**src/rtl/core/pwog_pkg.sv**
```systemverilog
// Shared types and constants for the pose window outlier gate.
// No dependencies; everything else in rtl/core imports this package.
`default_nettype none

package pwog_pkg;

   localparam int WINDOW_DEFAULT = 20;

   localparam int POS_W     = 24;
   localparam int SEC_W     = 32;
   localparam int USEC_W    = 20;
   localparam int HEAD_W    = 32;
   localparam int DEG_W     = 9;
   localparam int THR_W     = 16;
   localparam int STATUS_W  = 2;

   localparam logic [THR_W-1:0] THR_RESET = 16'd3000;

   // Heading reduction: bias by 1658 full turns so the value is never negative,
   // then split a full turn as 128 * 10125 and divide by reciprocal.
   localparam int HEAD_U_W   = 33;
   localparam logic [HEAD_U_W-1:0] HEAD_BIAS = 33'd2148768000;
   localparam int HEAD_LOW_W = 7;
   localparam int V_W        = HEAD_U_W - HEAD_LOW_W;
   localparam int TURN_CORE_W = 14;
   localparam logic [TURN_CORE_W-1:0] TURN_CORE = 14'd10125;
   localparam logic [V_W-1:0] RECIP_M = 26'd54296870;
   localparam int RECIP_K    = 39;
   localparam int Q1_W       = 12;
   localparam int TURN_R_W   = TURN_CORE_W + HEAD_LOW_W;

   // Degrees: 3600 = 16 * 225, again by reciprocal.
   localparam int DEG_LOW_W  = 4;
   localparam int DEG_RD_W   = TURN_R_W - DEG_LOW_W;
   localparam int DEG_M_W    = 18;
   localparam logic [DEG_M_W-1:0] DEG_M = 18'd149130;
   localparam int DEG_K      = 25;
   localparam int DEG_PROD_W = DEG_RD_W + DEG_M_W;
   localparam int REM2_W     = 13;
   localparam logic [TURN_R_W-1:0] ARCSEC_PER_DEG = 21'd3600;
   localparam logic [REM2_W-1:0] HALF_DEG       = 13'd1800;
   localparam logic [REM2_W-1:0] THREE_HALF_DEG = 13'd5400;

   typedef enum logic [STATUS_W-1:0] {
      STATUS_IGNORED  = 2'd0,
      STATUS_ACCEPTED = 2'd1,
      STATUS_REJECTED = 2'd2
   } status_type;

   typedef struct packed {
      logic                     hypothesis_present;
      logic [SEC_W-1:0]         stamp_seconds;
      logic [USEC_W-1:0]        stamp_microseconds;
      logic signed [POS_W-1:0]  pose_x_mm;
      logic signed [POS_W-1:0]  pose_y_mm;
      logic signed [HEAD_W-1:0] heading_arcsec;
   } req_payload_type;

   typedef struct packed {
      status_type              status;
      logic signed [POS_W-1:0] held_x_mm;
      logic signed [POS_W-1:0] held_y_mm;
      logic [DEG_W-1:0]        held_heading_deg;
      logic                    window_full;
   } rsp_payload_type;

endpackage

`default_nettype wire

```
**src/rtl/core/pwog_ram.sv**
```systemverilog
// Generic single-write, single-read RAM with registered read data.
// Depends on pwog_pkg only for default sizes.
`default_nettype none

module pwog_ram
   import pwog_pkg::*;
#(
   parameter int WIDTH = 2 * POS_W,
   parameter int DEPTH = WINDOW_DEFAULT
) (
   input  logic                     clock,
   input  logic                     wr_en,
   input  logic [$clog2(DEPTH)-1:0] wr_addr,
   input  logic [WIDTH-1:0]         wr_data,
   input  logic [$clog2(DEPTH)-1:0] rd_addr,
   output logic [WIDTH-1:0]         rd_data
);

   logic [WIDTH-1:0] mem_ff [DEPTH];
   logic [WIDTH-1:0] rd_data_ff;

   always_ff @(posedge clock) begin
      if (wr_en) begin
         mem_ff[wr_addr] <= wr_data;
      end
      rd_data_ff <= mem_ff[rd_addr];
   end

   assign rd_data = rd_data_ff;

endmodule

`default_nettype wire

```
**config.mk**
```make
export PLATFORM = sky130hd
export DESIGN_NAME = pwog_ram
export DESIGN_NICKNAME = d
export VERILOG_FILES = /design/src/rtl/core/pwog_pkg.sv /design/src/rtl/core/pwog_ram.sv
export SDC_FILE = /design/constraint.sdc
export NUM_CORES = 1
export LEC_CHECK = 0
export BUFFER_PORTS_ARGS = -buffer_cell sky130_fd_sc_hd__buf_2
export CORE_MARGIN = 2
export CORE_UTILIZATION = 55
export DETAILED_ROUTE_END_ITERATION = 16
export PLACE_DENSITY = 0.77
export SLEW_MARGIN = 0
export SYNTH_ARGS = -nofsm -noshare
export SYNTH_HDL_FRONTEND = slang
export SYNTH_SLANG_ARGS = --single-unit
```
**constraint.sdc**
```tcl
create_clock -name clock -period 3.2 [get_ports clock]
set_clock_uncertainty 0.1 [all_clocks]
set_input_delay 0.16 -clock clock [delete_from_list [all_inputs] [get_ports clock]]
set_output_delay 0.16 -clock clock [all_outputs]
set_load 0.05 [all_outputs]
```
==> impl_metrics.json <==
{
  "core_region_area_um2": 68350,
  "fin_crit_ns": 2.142,
  "rows": 96,
  "boundaryPins": 108,
  "final_common_cell": "edfxtp_1",
  "die-area_um2": 70980,
  "internal_power_uw": 21890,
  "antenna_found_initial": 4,
  "cp.depth": 7,
  "yosysWarnings": 0,
  "grt_pass1_vias": 20111,
  "vdd.ir_drop.worst_mv": 0.5579,
  "num_vias": 19789,
  "syn_nets": 2081,
  "cts.clk_slew.worst_paths_ns": 0.06,
  "grt_pass1_wl_um": 126600,
  "setup_violations": 0,
  "cpPeakStageDelay_ns": 0.56,
  "critical_path_required_ns": 3.62,
  "worst_slack_ns": 1.058,
  "hold_ws_ns": 0.1200,
  "final_cell_area_um2": 43680,
  "grt_setup_unrepaired": "no",
  "fin_crit_sh_pct": 66.95,
  "hold_viol": 0,
  "h-tree-depth": 3,
  "switchingPower_uw": 5891,
  "clockRootBuffer": "clkbuf_16",
  "dp_slack_ns": 0.7763,
  "ant_nets": 0,
  "area_growth_pct": 15.31,
  "netlist_area_um2": 37880,
  "post_cts_resize_count": 0,
  "synth.distinct_cells": 34,
  "synth_area_per_cell_um2": 18.74,
  "critPathKind": "in2reg",
  "fillers": 4451,
  "cp.arrival_ns": 2.56,
  "avgRoutedWirePerCell_um": 26.57,
  "fin_nets": 2289,
  "final_cell_mix": "edfxtp_1 (960), mux2i_1 (346), buf_2 (105)",
  "routed_wl_um": 84960,
  "p_leak_uw": 0.01498,
  "slew_headroom_pct": 44.30,
  "cts_max_path_buffers": 3,
  "synthFlopType": "edfxtp_1",
  "num_antenna_cells": 0,
  "worstPathCellList": "dlygate4sd3_1, buf_8, buf_12, buf_12, mux2_2, a211oi_1, nand3_1",
  "p_seq_share_pct": 53.0,
  "async_flop_share_pct": 0,
  "drive_gt1_share_pct": 18.66,
  "cts_tree": "built",
  "grt.total_usage_pct": 24.29,
  "yosysSeqAreaShare_pct": 78.64,
  "comb_power_share_pct": 5.5,
  "dr.pass1.iters": 5,
  "clock-sinks": 1008,
  "endpoint_kind": "register",
  "switching_share_pct": 21.20,
  "dpl_cell_area_um2": 39900,
  "max_freq_mhz": 466.8,
  "insertion_delay_ns": 0.66,
  "status": "completed",
  "via_per_inst": 6.190,
  "drc": 0,
  "synth-seq-cells": 1008,
  "cp_slowest_cell": "dlygate4sd3_1",
  "synth_edf_count": 960,
  "start_util_pct": 55.42,
  "syn_inst": 2021,
  "cpLargestDelayFamily": "buffers and inverters",
  "grt.overflow.total": 0,
  "worst_slew_pin_slew_ns": 0.8355,
  "power.density_nw_per_um2": 636.0,
  "gp_congestion": 0.7688,
  "power_uw": 27780,
  "cap_violations": 0,
  "worstHoldPathCells": 4,
  "post-dp-hpwl_um": 43200,
  "finalMaxSlewViolations": 0,
  "die_h_um": 266.4,
  "min_path_type": "in2reg",
  "dr.first_iter.drc_count": 2096,
  "start_kind": "input pin",
  "grt_max_degree": 96,
  "clock_power_share_pct": 41.4,
  "port_buffers": 107,
  "tns_ns": 0,
  "critPathMostFrequentCell": "buf_12",
  "path_max_fanout": 53,
  "numCtsBuffers": 99,
  "die_w_um": 266.4,
  "r2r_cells": 3,
  "worst-path-buf-inv": 4
}
==> what timing repair did <==
action | CTS | global route
hold buffers | 50 | 0
hold endpoints to repair | 963 | 0
buffers inserted | 0 | 0
==> routing by layer <==
metal  up-vias  track usage [%]  wire (um)
li1       8478                -          -
met1     10197            34.57      34330
met3       169            4.216       7486
met4         8            7.470       2197
met5         -                0         47
met2       937            38.88      40900
==> cells in the mapped netlist (2+ instances only) <==
cell	number	share of area, %
edfxtp_1	960	76
mux2i_1	346	9.1
nand2_1	98	0.97
nand3_1	86	1.1
nor2_1	70	0.69
a21oi_1	48	0.63
a22oi_1	48	0.95
dfxtp_1	48	2.5
mux4_2	48	2.9
o22ai_1	47	0.78
mux2_2	38	1.1
a211oi_1	37	0.73
buf_4	35	0.69
clkbuf_1	35	0.35
buf_2	23	0.30
buf_1	11	0.11
nor3_1	11	0.15
a2111oi_0	6	0.14
a2111oi_1	4	0.11
nand3b_1	4	0.079
or3b_2	3	0.069
buf_6	2	0.059
nor2b_1	2	0.033
==> area by class of cell <==
| cell class | instances | area [um^2] | share of cell area [%] |
|---|---|---|---|
| Timing Repair Buffer | 213 | 1794 | 4.108 |
| Clock buffer | 139 | 2790 | 6.388 |
| Tap cell | 882 | 1104 | 2.527 |
| Multi-Input combinational cell | 907 | 7719 | 17.67 |
| Sequential cell | 1008 | 29790 | 68.20 |
| Clock inverter | 48 | 483.0 | 1.106 |
==> metrics by stage <==
stage / std cells / util, %
after floorplan: 2021 / -
after global placement: 2960 / 58.39
after detailed placement: 2960 / 58.39
after CTS: 3197 / 63.91
after global routing: 3197 / 63.91
final: 3197 / 63.91
==> logic make-up after synthesis <==
group                  share of synthesized area (%)
DFF                                            78.64
muxes                                          13.13
and+or+nand+nor                                3.313
AOI/OAI and AO/OA                              3.402
buffers and inverters                          1.513
==> flip-flops by register name (all words and copies together), names as in the netlist <==
register  flops
mem_ff      960
rd_data      48
==> power groups by stage <==
| stage | Clock [uW] | Combinational, uW | Sequential, uW |
|---|---|---|---|
| after floorplan | 0 | 680 | 15200 |
| after global placement | 0 | 1440 | 15000 |
| after detailed placement | 0 | 1480 | 15000 |
| after CTS | 11600 | 1540 | 14700 |
| after global routing | 12200 | 1630 | 14700 |
| final | 11500 | 1530 | 14700 |
==> path summary, 6_finish.rpt <==
kind / startpoint / end / slack [ns]
worst max-delay path: rd_addr[0] / rd_data[12] / 1.06
worst min register to register: mem_ff[2][26] / rd_data[26] / 0.50
worst min-delay path: rd_addr[1] / rd_data[27] / 0.12
worst max register to register: mem_ff[6][39] / rd_data[39] / 1.57
==> worst min-delay path, stage by stage <==
cell,delay (ns)
buf_4,0.25
mux4_2,0.29
nand2_1,0.05
nand3_1,0.08
Power figures use the tool's default switching activity.
